File: config.mk
export PLATFORM = sky130hd
export DESIGN_NAME = rle_pattern_run_decoder_top_flat
export DESIGN_NICKNAME = d
export VERILOG_FILES = /design/src/rtl/rlepd_pkg.sv /design/src/rtl/rlepd_req_if.sv /design/src/rtl/rlepd_rsp_if.sv /design/src/rtl/rle_pattern_run_decoder_top.sv /design/src/rtl/rlepd_core.sv /design/src/rtl/rlepd_out_buf.sv /design/src/flat_wrapper.sv
export SDC_FILE = /design/constraint.sdc
export NUM_CORES = 2
export LEC_CHECK = 0
export BUFFER_PORTS_ARGS = -buffer_cell sky130_fd_sc_hd__buf_2
export CORE_MARGIN = 4
export CORE_UTILIZATION = 40
export CTS_CLUSTER_DIAMETER = 120
export DETAILED_ROUTE_END_ITERATION = 12
export PLACE_DENSITY = 0.64
export SYNTH_ARGS = -nofsm -noshare
export SYNTH_HDL_FRONTEND = slang
export SYNTH_HIERARCHICAL = 1
export SYNTH_SLANG_ARGS = --single-unit
export TNS_END_PERCENT = 20
File: constraint.sdc
create_clock -name clock -period 18.2 [get_ports clock]
set_input_delay 0.91 -clock clock [delete_from_list [all_inputs] [get_ports clock]]
set_output_delay 0.91 -clock clock [all_outputs]
set_load 0.01 [all_outputs]
File: src/rtl/rlepd_pkg.sv
// shared types and constants of the run-length pattern decoder
// no dependencies
`default_nettype none

package rlepd_pkg;

   // grid size limits used as parameter defaults
   localparam int DEF_MAX_ROWS = 1024;
   localparam int DEF_MAX_COLS = 1024;

   // configuration register and port widths
   localparam int CFG_W     = 11;
   localparam int CSR_IDX_W = 2;

   // result field widths
   localparam int START_W = 20;
   localparam int LEN_W   = 21;

   // smallest grid side and margin used by the too-large pattern test
   localparam int MIN_DIM    = 2;
   localparam int DIM_MARGIN = 2;

   // pattern characters
   localparam logic [7:0] CHAR_ZERO     = 8'h30;
   localparam logic [7:0] CHAR_NINE     = 8'h39;
   localparam logic [7:0] CHAR_RUN_LIVE = 8'h6F;
   localparam logic [7:0] CHAR_RUN_DEAD = 8'h62;
   localparam logic [7:0] CHAR_ROW_END  = 8'h24;

   // configuration register indexes
   typedef enum logic [CSR_IDX_W-1:0] {
      CSR_GRID_ROWS      = 2'd0,
      CSR_GRID_COLS      = 2'd1,
      CSR_PATTERN_WIDTH  = 2'd2,
      CSR_PATTERN_HEIGHT = 2'd3
   } csr_index_type;

   typedef struct packed {
      logic [CFG_W-1:0] grid_rows;
      logic [CFG_W-1:0] grid_cols;
      logic [CFG_W-1:0] pattern_width;
      logic [CFG_W-1:0] pattern_height;
   } cfg_type;

   localparam cfg_type CFG_RESET = '{
      grid_rows:      11'd64,
      grid_cols:      11'd64,
      pattern_width:  11'd0,
      pattern_height: 11'd0
   };

   // one result word
   typedef struct packed {
      logic               run_valid;
      logic [START_W-1:0] run_start;
      logic [LEN_W-1:0]   run_length;
      logic               too_large;
      logic               clipped;
   } rsp_word_type;

endpackage

`default_nettype wire

File: src/rtl/rlepd_req_if.sv
// input channel: one pattern character per word
// depends on nothing
`default_nettype none

interface rlepd_req_if;
   logic       valid;
   logic       ready;
   logic [7:0] code_char;
   logic       first_char;

   modport source (output valid, output code_char, output first_char, input ready);
   modport sink   (input valid, input code_char, input first_char, output ready);
endinterface

`default_nettype wire

File: src/rtl/rlepd_rsp_if.sv
// result channel: one fill run word per pattern character
// depends on rlepd_pkg
`default_nettype none

interface rlepd_rsp_if;
   import rlepd_pkg::*;

   logic               valid;
   logic               ready;
   logic               run_valid;
   logic [START_W-1:0] run_start;
   logic [LEN_W-1:0]   run_length;
   logic               too_large;
   logic               clipped;

   modport source (output valid, output run_valid, output run_start, output run_length,
                   output too_large, output clipped, input ready);
   modport sink   (input valid, input run_valid, input run_start, input run_length,
                   input too_large, input clipped, output ready);
endinterface

`default_nettype wire

File: src/rtl/rle_pattern_run_decoder_top.sv
// run-length pattern decoder: one character in, one fill run word out
// a result word is registered in the output register, or in the skid register, before it shows on rsp
// throughput: one character per cycle while the buffer has room, set by the row multiplier
// a two-word result buffer keeps input flowing while one result waits
// reset (synchronous, active high) clears decode state and restores register defaults
// depends on rlepd_pkg, rlepd_req_if, rlepd_rsp_if, rlepd_core, rlepd_out_buf
`default_nettype none

module rle_pattern_run_decoder_top #(
   parameter int MAX_ROWS = rlepd_pkg::DEF_MAX_ROWS,
   parameter int MAX_COLS = rlepd_pkg::DEF_MAX_COLS
) (
   input  logic                           clock,
   input  logic                           reset,
   rlepd_req_if.sink                      req_bus,
   rlepd_rsp_if.source                    rsp_bus,
   input  logic                           csr_wr_en,
   input  logic [rlepd_pkg::CSR_IDX_W-1:0] csr_index,
   input  logic [rlepd_pkg::CFG_W-1:0]     csr_wdata
);
   import rlepd_pkg::*;

   cfg_type      cfg_ff, cfg_in;
   rsp_word_type core_word, out_word;
   logic         buf_in_ready, item_accept;

   // register write decode; reset value is seen by the geometry at once
   always_comb begin
      cfg_in = cfg_ff;
      if (reset) begin
         cfg_in = CFG_RESET;
      end else if (csr_wr_en) begin
         unique case (csr_index_type'(csr_index))
            CSR_GRID_ROWS:      cfg_in.grid_rows      = csr_wdata;
            CSR_GRID_COLS:      cfg_in.grid_cols      = csr_wdata;
            CSR_PATTERN_WIDTH:  cfg_in.pattern_width  = csr_wdata;
            CSR_PATTERN_HEIGHT: cfg_in.pattern_height = csr_wdata;
            default: begin
            end
         endcase
      end
   end

   always_ff @(posedge clock) begin
      if (reset) begin
         cfg_ff <= CFG_RESET;
      end else begin
         cfg_ff <= cfg_in;
      end
   end

   // input handshake
   assign req_bus.ready = buf_in_ready;
   assign item_accept   = req_bus.valid && buf_in_ready;

   rlepd_core #(
      .MAX_ROWS (MAX_ROWS),
      .MAX_COLS (MAX_COLS)
   ) u_core (
      .clock       (clock),
      .reset       (reset),
      .cfg_next    (cfg_in),
      .item_accept (item_accept),
      .code_char   (req_bus.code_char),
      .first_char  (req_bus.first_char),
      .result      (core_word)
   );

   rlepd_out_buf u_out_buf (
      .clock     (clock),
      .reset     (reset),
      .in_valid  (req_bus.valid),
      .in_ready  (buf_in_ready),
      .in_word   (core_word),
      .out_valid (rsp_bus.valid),
      .out_ready (rsp_bus.ready),
      .out_word  (out_word)
   );

   // result fields onto the channel
   assign rsp_bus.run_valid  = out_word.run_valid;
   assign rsp_bus.run_start  = out_word.run_start;
   assign rsp_bus.run_length = out_word.run_length;
   assign rsp_bus.too_large  = out_word.too_large;
   assign rsp_bus.clipped    = out_word.clipped;

endmodule

`default_nettype wire

File: src/rtl/rlepd_core.sv
// decode state and per-character datapath: grid geometry, repeat count, position
// depends on rlepd_pkg
`default_nettype none

module rlepd_core #(
   parameter int MAX_ROWS = rlepd_pkg::DEF_MAX_ROWS,
   parameter int MAX_COLS = rlepd_pkg::DEF_MAX_COLS
) (
   input  logic                    clock,
   input  logic                    reset,
   input  rlepd_pkg::cfg_type      cfg_next,
   input  logic                    item_accept,
   input  logic [7:0]              code_char,
   input  logic                    first_char,
   output rlepd_pkg::rsp_word_type result
);
   import rlepd_pkg::*;

   localparam int ROW_W   = $clog2(MAX_ROWS + 1);
   localparam int COL_W   = $clog2(MAX_COLS + 1);
   localparam int TOTAL_W = $clog2(MAX_ROWS * MAX_COLS + 1);
   localparam int PROD_W  = ROW_W + COL_W;
   localparam int MUL_W   = TOTAL_W + 4;
   localparam int DIM_A   = (ROW_W > COL_W) ? ROW_W : COL_W;
   localparam int DIM_W   = (DIM_A > CFG_W + 1) ? DIM_A : CFG_W + 1;

   // geometry from the configuration as it stands after this edge
   logic [DIM_W-1:0]  rows_x, cols_x, pw_x, ph_x, srow_x, col0_x;
   logic              big_x;
   logic [ROW_W-1:0]  rows_g, srow_g;
   logic [COL_W-1:0]  cols_g, col0_g;
   logic [PROD_W-1:0] total_prod, spos_prod;

   logic [ROW_W-1:0]   rows_ff, srow_ff;
   logic [COL_W-1:0]   cols_ff, col0_ff;
   logic [TOTAL_W-1:0] total_ff, spos_ff;
   logic               big_ff;

   always_comb begin
      pw_x = DIM_W'(cfg_next.pattern_width);
      ph_x = DIM_W'(cfg_next.pattern_height);

      // clamp grid sides into the supported range
      if (DIM_W'(cfg_next.grid_rows) < DIM_W'(MIN_DIM)) begin
         rows_x = DIM_W'(MIN_DIM);
      end else if (DIM_W'(cfg_next.grid_rows) > DIM_W'(MAX_ROWS)) begin
         rows_x = DIM_W'(MAX_ROWS);
      end else begin
         rows_x = DIM_W'(cfg_next.grid_rows);
      end
      if (DIM_W'(cfg_next.grid_cols) < DIM_W'(MIN_DIM)) begin
         cols_x = DIM_W'(MIN_DIM);
      end else if (DIM_W'(cfg_next.grid_cols) > DIM_W'(MAX_COLS)) begin
         cols_x = DIM_W'(MAX_COLS);
      end else begin
         cols_x = DIM_W'(cfg_next.grid_cols);
      end

      big_x  = (pw_x + DIM_W'(DIM_MARGIN) > cols_x) || (ph_x + DIM_W'(DIM_MARGIN) > rows_x);
      srow_x = (rows_x >> 1) - (ph_x >> 1);
      col0_x = (cols_x >> 1) - (pw_x >> 1);

      rows_g = ROW_W'(rows_x);
      cols_g = COL_W'(cols_x);
      srow_g = big_x ? '0 : ROW_W'(srow_x);
      col0_g = big_x ? '0 : COL_W'(col0_x);

      total_prod = PROD_W'(rows_g) * PROD_W'(cols_g);
      spos_prod  = PROD_W'(cols_g) * PROD_W'(srow_g) + PROD_W'(col0_g);
   end

   // geometry registers, refreshed every cycle
   always_ff @(posedge clock) begin
      rows_ff  <= rows_g;
      cols_ff  <= cols_g;
      srow_ff  <= srow_g;
      col0_ff  <= col0_g;
      big_ff   <= big_x;
      total_ff <= TOTAL_W'(total_prod);
      spos_ff  <= TOTAL_W'(spos_prod);
   end

   // decode state
   logic [TOTAL_W-1:0] rc_ff, rc_in, pos_ff, pos_in;
   logic               cp_ff, cp_in;
   logic [ROW_W-1:0]   row_ff, row_in;

   logic [TOTAL_W-1:0] rc_cur, pos_cur, n, room, step, pos_step, pos_dn;
   logic               cp_cur, is_digit, n_fit, row_hit, live, run_ok;
   logic [ROW_W-1:0]   row_cur, row_dn;
   logic [7:0]         digit_val;
   logic [MUL_W-1:0]   rc_ext, rc_x10;
   logic [TOTAL_W:0]   row_sum;
   logic [PROD_W-1:0]  line_prod;
   logic [31:0]        start_wide, len_wide;

   always_comb begin
      // restart or pick up the kept state, saturated to the grid in use
      if (first_char) begin
         rc_cur  = '0;
         cp_cur  = 1'b0;
         row_cur = srow_ff;
         pos_cur = spos_ff;
      end else begin
         rc_cur  = rc_ff;
         cp_cur  = cp_ff;
         row_cur = (row_ff > rows_ff) ? rows_ff : row_ff;
         pos_cur = (pos_ff > total_ff) ? total_ff : pos_ff;
      end

      // digit accumulation
      is_digit  = (code_char >= CHAR_ZERO) && (code_char <= CHAR_NINE);
      digit_val = code_char - CHAR_ZERO;
      rc_ext    = MUL_W'(rc_cur);
      rc_x10    = (rc_ext << 3) + (rc_ext << 1) + MUL_W'(digit_val[3:0]);

      // repeat count used up by a non-digit
      if (cp_cur) begin
         n = (rc_cur > total_ff) ? total_ff : rc_cur;
      end else begin
         n = TOTAL_W'(1);
      end

      // horizontal run, cut at the grid end
      room     = total_ff - pos_cur;
      n_fit    = n > room;
      step     = n_fit ? room : n;
      pos_step = pos_cur + step;

      // row advance back to the left column
      row_sum   = (TOTAL_W + 1)'(row_cur) + (TOTAL_W + 1)'(n);
      row_hit   = row_sum >= (TOTAL_W + 1)'(rows_ff);
      row_dn    = row_hit ? rows_ff : ROW_W'(row_sum);
      line_prod = PROD_W'(cols_ff) * PROD_W'(row_dn) + PROD_W'(col0_ff);
      pos_dn    = row_hit ? total_ff : TOTAL_W'(line_prod);

      // next state
      rc_in  = rc_cur;
      cp_in  = cp_cur;
      row_in = first_char ? srow_ff : row_ff;
      pos_in = first_char ? spos_ff : pos_ff;
      live   = 1'b0;
      if (is_digit) begin
         rc_in = ((MUL_W'(total_ff)) < rc_x10) ? total_ff : TOTAL_W'(rc_x10);
         cp_in = 1'b1;
      end else begin
         rc_in = '0;
         cp_in = 1'b0;
         if (!big_ff) begin
            row_in = row_cur;
            pos_in = pos_cur;
            unique case (code_char)
               CHAR_RUN_LIVE: begin
                  pos_in = pos_step;
                  live   = 1'b1;
               end
               CHAR_RUN_DEAD: begin
                  pos_in = pos_step;
               end
               CHAR_ROW_END: begin
                  row_in = row_dn;
                  pos_in = pos_dn;
               end
               default: begin
               end
            endcase
         end
      end

      // result word
      run_ok     = live && (step != '0);
      start_wide = run_ok ? 32'(pos_cur) : 32'd0;
      len_wide   = run_ok ? 32'(step) : 32'd0;
      result.run_valid  = run_ok;
      result.run_start  = start_wide[START_W-1:0];
      result.run_length = len_wide[LEN_W-1:0];
      result.too_large  = big_ff;
      result.clipped    = live && n_fit;
   end

   always_ff @(posedge clock) begin
      if (reset) begin
         rc_ff  <= '0;
         cp_ff  <= 1'b0;
         row_ff <= '0;
         pos_ff <= '0;
      end else if (item_accept) begin
         rc_ff  <= rc_in;
         cp_ff  <= cp_in;
         row_ff <= row_in;
         pos_ff <= pos_in;
      end
   end

endmodule

`default_nettype wire

File: src/rtl/rlepd_out_buf.sv
// two-entry result buffer: output register plus skid register
// depends on rlepd_pkg
`default_nettype none

module rlepd_out_buf (
   input  logic                    clock,
   input  logic                    reset,
   input  logic                    in_valid,
   output logic                    in_ready,
   input  rlepd_pkg::rsp_word_type in_word,
   output logic                    out_valid,
   input  logic                    out_ready,
   output rlepd_pkg::rsp_word_type out_word
);
   import rlepd_pkg::*;

   rsp_word_type main_ff, skid_ff;
   logic         main_valid_ff, skid_valid_ff;
   logic         in_fire, out_fire;

   assign in_ready  = !skid_valid_ff;
   assign in_fire   = in_valid && in_ready;
   assign out_fire  = main_valid_ff && out_ready;
   assign out_valid = main_valid_ff;
   assign out_word  = main_ff;

   // control: occupancy of the two entries
   always_ff @(posedge clock) begin
      if (reset) begin
         main_valid_ff <= 1'b0;
         skid_valid_ff <= 1'b0;
      end else if (!main_valid_ff || out_fire) begin
         main_valid_ff <= skid_valid_ff || in_fire;
         skid_valid_ff <= 1'b0;
      end else if (in_fire) begin
         skid_valid_ff <= 1'b1;
      end
   end

   // payload: skid drains first, new word lands where there is room
   always_ff @(posedge clock) begin
      if (!main_valid_ff || out_fire) begin
         main_ff <= skid_valid_ff ? skid_ff : in_word;
      end else if (in_fire) begin
         skid_ff <= in_word;
      end
   end

endmodule

`default_nettype wire

File: src/flat_wrapper.sv
// flat-port wrapper written by rule: the top's interface ports become plain ports
module rle_pattern_run_decoder_top_flat import rlepd_pkg::*;
#(
   parameter int MAX_ROWS = rlepd_pkg::DEF_MAX_ROWS,
   parameter int MAX_COLS = rlepd_pkg::DEF_MAX_COLS
)
  (clock, reset, csr_wr_en, csr_index, csr_wdata, req_bus_valid, req_bus_code_char, req_bus_first_char, req_bus_ready, rsp_bus_valid, rsp_bus_run_valid, rsp_bus_run_start, rsp_bus_run_length, rsp_bus_too_large, rsp_bus_clipped, rsp_bus_ready);
  rlepd_req_if req_bus_i ();
  rlepd_rsp_if rsp_bus_i ();
  input  logic clock;
  input  logic reset;
  input  logic csr_wr_en;
  input  logic [rlepd_pkg::CSR_IDX_W-1:0] csr_index;
  input  logic [rlepd_pkg::CFG_W-1:0] csr_wdata;
  input wire logic [$bits(req_bus_i.valid)-1:0] req_bus_valid;
  input wire logic [$bits(req_bus_i.code_char)-1:0] req_bus_code_char;
  input wire logic [$bits(req_bus_i.first_char)-1:0] req_bus_first_char;
  output wire logic [$bits(req_bus_i.ready)-1:0] req_bus_ready;
  output wire logic [$bits(rsp_bus_i.valid)-1:0] rsp_bus_valid;
  output wire logic [$bits(rsp_bus_i.run_valid)-1:0] rsp_bus_run_valid;
  output wire logic [$bits(rsp_bus_i.run_start)-1:0] rsp_bus_run_start;
  output wire logic [$bits(rsp_bus_i.run_length)-1:0] rsp_bus_run_length;
  output wire logic [$bits(rsp_bus_i.too_large)-1:0] rsp_bus_too_large;
  output wire logic [$bits(rsp_bus_i.clipped)-1:0] rsp_bus_clipped;
  input wire logic [$bits(rsp_bus_i.ready)-1:0] rsp_bus_ready;
  assign req_bus_i.valid = req_bus_valid;
  assign req_bus_i.code_char = req_bus_code_char;
  assign req_bus_i.first_char = req_bus_first_char;
  assign req_bus_ready = req_bus_i.ready;
  assign rsp_bus_valid = rsp_bus_i.valid;
  assign rsp_bus_run_valid = rsp_bus_i.run_valid;
  assign rsp_bus_run_start = rsp_bus_i.run_start;
  assign rsp_bus_run_length = rsp_bus_i.run_length;
  assign rsp_bus_too_large = rsp_bus_i.too_large;
  assign rsp_bus_clipped = rsp_bus_i.clipped;
  assign rsp_bus_i.ready = rsp_bus_ready;
  rle_pattern_run_decoder_top #(.MAX_ROWS(MAX_ROWS), .MAX_COLS(MAX_COLS)) u_core (.clock(clock), .reset(reset), .req_bus(req_bus_i), .rsp_bus(rsp_bus_i), .csr_wr_en(csr_wr_en), .csr_index(csr_index), .csr_wdata(csr_wdata));
endmodule
# Yosys cells after proc, flatten, opt, wreduce, memory -nomap -nowiden
# Cells that the tools add are included.
dict set report word_totals {
  out_inout_bits 46
  wordCells 118
  in_bits 27
  register_bits 275
}
dict set report classes {
  n_mux 40
  n_lt_le_gt_ge 14
  bitwise_logic 1
  mul 3
  n_eq_ne 6
  n_addsub 12
  n_reduce_logical 15
}
# op n
set ops {}
lappend ops {{2-to-1 mux 21 bit} 13}
lappend ops {{2-to-1 mux 11 bit} 15}
lappend ops {{2-to-1 mux 44 bit} 3}
lappend ops {{> comparator 21 bit} 3}
lappend ops {{multiplier 11 x 11 -> 21 bit} 3}
lappend ops {{adder 21 x 11 -> 21 bit} 2}
lappend ops {{one-hot mux 21 bit (2 select lines)} 1}
lappend ops {{adder 24 x 22 -> 25 bit} 1}
lappend ops {{adder 25 x 4 -> 25 bit} 1}
lappend ops {{< comparator 21 x 25 -> 1 bit} 1}
lappend ops {{adder 11 x 2 -> 12 bit (second input constant)} 2}
lappend ops {{> comparator 12 bit} 2}
lappend ops {{2-to-1 mux 12 bit} 2}
lappend ops {{adder 11 x 21 -> 22 bit} 1}
lappend ops {{>= comparator 22 x 11 -> 1 bit} 1}
lappend ops {{> comparator 11 bit (second input constant)} 2}
lappend ops {{< comparator 11 x 2 -> 1 bit (second input constant)} 2}
lappend ops {{subtractor 11 x 10 -> 11 bit} 2}
lappend ops {{adder 21 bit} 1}
lappend ops {{nonzero test 21 bit} 1}
lappend ops {{subtractor 21 bit} 1}
lappend ops {{2-to-1 mux 20 bit} 1}
lappend ops {{== test 8 x 7 -> 1 bit (second input constant)} 2}
lappend ops {{> comparator 11 bit} 1}
lappend ops {{other kinds (14)} 27}

# Logic depth before layout (Yosys ltp)
dict set report logic_depth {
  ltp_word 13
  mapped_depth 55
  depth_no_buf 49
}

# By module
# The synthesis kept the hierarchy.
# mod seq_area_each_um2 area_per_inst_um2 n_inst cells_each
set modules_own_cells {}
lappend modules_own_cells {rlepd_core 2822.7 26610.5 1 3382}
lappend modules_own_cells {rlepd_out_buf 2682.6 3360.7 1 145}
lappend modules_own_cells {rle_pattern_run_decoder_top 880.8 2287.2 1 221}

# Worst setup path before layout
# OpenSTA, ideal clock, no wires.
dict set report synth_path {
  path_kind {input-to-reg}
  from {in req_bus_first_char}
  to {reg u_core.u_core.pos_ff[20]}
  arrival_ps 12007
  slack_ps 6069
  path_buffers 8
  path_stages 49
  required_ps 18076
  setup_time_ps 124
  cell_sequence {clkbuf_1 clkbuf_1 clkbuf_1 clkbuf_1 nor2b_1 ha_1 nand4_1 nor3_1 nand3_1 or2_0 buf_2 a21oi_4 buf_6 mux2i_1 nand2_1 ha_1 fa_1 a21oi_1 [13 not listed] and2_1 fa_1 fa_1 fa_1 fa_1 inv_1 fa_1 inv_1 ha_1 nor4_1 o2111ai_1 a31oi_1 nor2_1 o41a_1 xnor3_1 nand3_1 o211ai_1 a21oi_1}
}
dict set report synth_via {
  elab_chain_len 13
  elab_cells_between_ends 21
  classes_between {4 x add/sub; 1 x mul; 3 x order compare; 13 x mux}
}
# element line_no
set synth_lines {}
lappend synth_lines {{from (decl)} flat_wrapper.sv:17} ;# input wire logic [$bits(req_bus_i.first_char)-1:0] req_bus_first_char;
lappend synth_lines {{2-to-1 mux 21 bit} rlepd_core.sv:99} ;# if (first_char) begin
lappend synth_lines {{> comparator 21 bit} rlepd_core.sv:119} ;# n = (rc_cur > total_ff) ? total_ff : rc_cur;
lappend synth_lines {{2-to-1 mux 21 bit} rlepd_core.sv:119}
lappend synth_lines {{2-to-1 mux 21 bit} rlepd_core.sv:118} ;# if (cp_cur) begin
lappend synth_lines {{adder 11 x 21 -> 22 bit} rlepd_core.sv:131} ;# row_sum = (TOTAL_W + 1)'(row_cur) + (TOTAL_W + 1)'(n);
lappend synth_lines {{>= comparator 22 x 11 -> 1 bit} rlepd_core.sv:132} ;# row_hit = row_sum >= (TOTAL_W + 1)'(rows_ff);
lappend synth_lines {{2-to-1 mux 11 bit} rlepd_core.sv:133} ;# row_dn = row_hit ? rows_ff : ROW_W'(row_sum);
lappend synth_lines {{multiplier 11 x 11 -> 21 bit} rlepd_core.sv:134} ;# line_prod = PROD_W'(cols_ff) * PROD_W'(row_dn) + PROD_W'(col0_ff);
lappend synth_lines {{adder 21 x 11 -> 21 bit} rlepd_core.sv:134}
lappend synth_lines {{2-to-1 mux 21 bit} rlepd_core.sv:135} ;# pos_dn = row_hit ? total_ff : TOTAL_W'(line_prod);
lappend synth_lines {{one-hot mux 21 bit (2 select lines)} rlepd_core.sv:152} ;# unique case (code_char)
lappend synth_lines {{2-to-1 mux 21 bit} rlepd_core.sv:149} ;# if (!big_ff) begin
lappend synth_lines {{2-to-1 mux 21 bit (*)} rlepd_core.sv:143} ;# if (is_digit) begin
lappend synth_lines {{to (signal assigned)} rlepd_core.sv:191} ;# pos_ff <= pos_in;
lappend synth_lines {{to (decl)} rlepd_core.sv:84} ;# logic [TOTAL_W-1:0] rc_ff, rc_in, pos_ff, pos_in;
# Every way passes the cells marked *; elsewhere a longest branch is shown, timed or not.
# A chain may end at the register's enable or synchronous reset.

# Final worst setup path
# Ends and elaborated chain as after synthesis.

==> reports/qor.csv <==
metric,value,unit
status,completed,
die area,85250,um^2
Max-Cap Viols,0,
Max Freq,0.07442,GHz
Critical Path End Type,flip-flop,
final setup margin,4.762,ns
DRT Wirelength,93270,um
I/O Pins,73,
Switching Share,42.21,%
clk sinks,275,
Final Cycle Share,73.83,%
vias in the first global route,25703,
total CTS buffers,35,
Port-buffer cells,72,
Post-CTS Setup Repair Bufs,0,
GR Util All Layers,21.46,%
Die W,292.0,um
cell count of the worst reg-to-reg path,41,
Syn Inst Count,3748,
syn nets,4451,
crit-path most repeated cell,fa_1,
largest net degree at the start of global routing,84,
setup tns final,0,ns
NetSw,1.120,mW
worst skew pair latency,0.55,ns
clk buf depth,3,
Final Hold Vio Count,0,
Power Density,76.37,nW/um^2
NumNets Final,4444,
crit path max fanout,50,
post-synthesis cell type count,97,
DRC,0,
Diodes inserted,0,
Starting Density,40.57,%
DP Worst Slack,4.288,ns
fin area,34730,um^2
share of flip-flops with an asynchronous set or reset,0,%
Worst Hold Depth,2,
Synth Area per Inst,8.607,um^2
Pint,1.533,mW
H-Tree Depth,2,
row count,103,
WP data arrival,13.84,ns
clock tree root buffer cell,clkbuf_16,
Initial DRC Count,2118,
Slew Limit Headroom,22.48,%
first-pass GRT wire length,146100,um
PostCTS Resize Cnt,0,
gr ovfl total,0,
DR vias/cell,5.407,
Die Ht,292.0,um
critical path's largest stage delay,0.76,ns
via count,26039,
"Reg clk slew, reported paths",0.06,ns
Layout area overhead,7.672,%
CTS tree,done,
initial antenna violation count,2,
"commonest non-fill, non-tap cell in the layout",inv_1,
worst path required time,18.61,ns
router iterations before antenna repair,6,
Netlist Area Pre-Place,32260,um^2
most frequent cells in the layout,"509 x inv_1, 410 x ha_1, 397 x nand2_1",
fin. max-slew vios,0,
Tmin final,13.44,ns
VDD IR-drop max,0.06803,mV
Comb pwr share,44.8,%
routed len/inst,19.37,um
main flop type after synthesis,dfxtp_1,
clock share of power,26.8,%
Final ANT Viol Nets,0,
"FF+latch count, synth",275,
P_leak,16.69,nW
clk_skew,0.02377,ns
hpwl dp,74670,um
Sequential Power Share,28.5,%
Placed Area,33580,um^2
final core occ,43.68,%
cts hold-fix bufs,0,
WS Path Type,input port to flip-flop,
Ys Warns,6,
slowest CP cell,o41ai_1,
sequential area share after synthesis,19.80,%
Critical Path Source Type,input port,
class of the worst hold path,flip-flop to flip-flop,
unrepaired setup endpoints after global routing,false,
gpl congestion,0.9742,
core area,79520,um^2
share of cells above drive strength 1,7.116,%
Post-synth EDFFs,88,
hold slack,0.4842,ns
Worst-Margin Slew,1.162,ns
# setup viols final,0,
-- state kept, by name (all words and copies together), names as in the netlist, 21 cells and up --
register                   cells
u_core/u_out_buf/out_word     44
u_core/u_out_buf/skid_ff      44
u_core/u_core/spos_ff         21
u_core/u_core/rc_ff           21
u_core/u_core/total_ff        21
u_core/u_core/pos_ff          21
u_core/cfg_ff                 44
-- metrics by stage --
stage	std cells	power [mW]
5_1_grt	4816	2.833
6_report	4816	2.653
4_1_cts	4816	2.658
3_5_place_dp	4754	1.932
3_3_place_gp	4754	1.924
2_1_floorplan	3748	1.605
-- worst max-delay path, delay by kind of cell --
family          cells  cell delay (ns)
fa+ha+maj          10             4.01
buf+inv             6             1.67
simple gates       12             2.54
xor+xnor            2             0.57
compound gates     14             3.79
mux                 1             0.28
-- worst paths after layout --
check | from | endpoint | slack, ns
worst max-delay path | req_bus_first_char | u_core/u_core/pos_ff[20]$_SDFFE_PP0P_ | 4.76
worst max register to register | u_core/u_core/total_ff[8]$_DFF_P_ | u_core/u_core/pos_ff[20]$_SDFFE_PP0P_ | 5.07
worst min register to register | u_core/cfg_ff[25]$_SDFF_PP0_ | u_core/cfg_ff[25]$_SDFF_PP0_ | 0.48
worst min-delay path | u_core/cfg_ff[25]$_SDFF_PP0_ | u_core/cfg_ff[25]$_SDFF_PP0_ | 0.48
-- cell type report --
class	instances	area [um^2]
Clock buffer	38	907.1
Clock inverter	24	241.5
Fill cell	7828	44780
Inverter	519	1948
Multi-Input combinational cell	2793	23240
Sequential cell	275	6387
Tap cell	1050	1314
Timing Repair Buffer	117	698.2
-- power groups by stage --
stage | Clock, mW | Sequential [mW] | Combinational [mW]
finish | 0.710 | 0.755 | 1.19
global route | 0.746 | 0.759 | 1.33
CTS | 0.729 | 0.751 | 1.18
detailed placement | 0 | 0.764 | 1.17
global placement | 0 | 0.765 | 1.16
floorplan | 0 | 0.726 | 0.879
-- metal layers --
layer	GRT usage [%]	wire length (um)	vias up
met1	29.30	40820	12423
met3	3.772	7157	192
met2	34.03	40980	934
met5	0	0	-
li1	-	-	12490
met4	8.172	4314	0
-- logic make-up after synthesis --
| group | after synthesis | synth area share [%] |
|---|---|---|
| and+or+nand+nor | 1177 | 16.90 |
| xor gates and xnor gates | 149 | 4.088 |
| AOI/OAI and AO/OA | 614 | 12.46 |
| muxes | 176 | 6.012 |
| DFF | 275 | 19.80 |
| buffers and inverters | 680 | 8.300 |
| adders and majority gates | 677 | 32.45 |
-- Yosys cell counts (all sizes together), types with 20 or more instances --
library cell | instances | area [um^2]
inv | 510 | 1914
ha | 410 | 5130
nand2 | 397 | 1490
nor2 | 328 | 1239
fa | 266 | 5325
a21oi | 189 | 957.2
dfxtp | 187 | 3744
o21ai | 129 | 649.4
mux2i | 121 | 1215
clkbuf | 117 | 440.4
edfxtp | 88 | 2643
xnor2 | 88 | 770.7
nand2b | 86 | 538.0
nor3 | 72 | 365.3
nor2b | 70 | 442.9
nand3 | 65 | 325.3
and2 | 63 | 394.1
a21o | 62 | 465.5
xor2 | 60 | 525.5
mux2 | 55 | 724.4
buf | 44 | 289.0
o21a | 43 | 322.8
nand4 | 26 | 168.9
and3 | 23 | 143.9
a211oi | 22 | 175.2
a221o | 20 | 200.2
(Power assumes the default switching activity.)
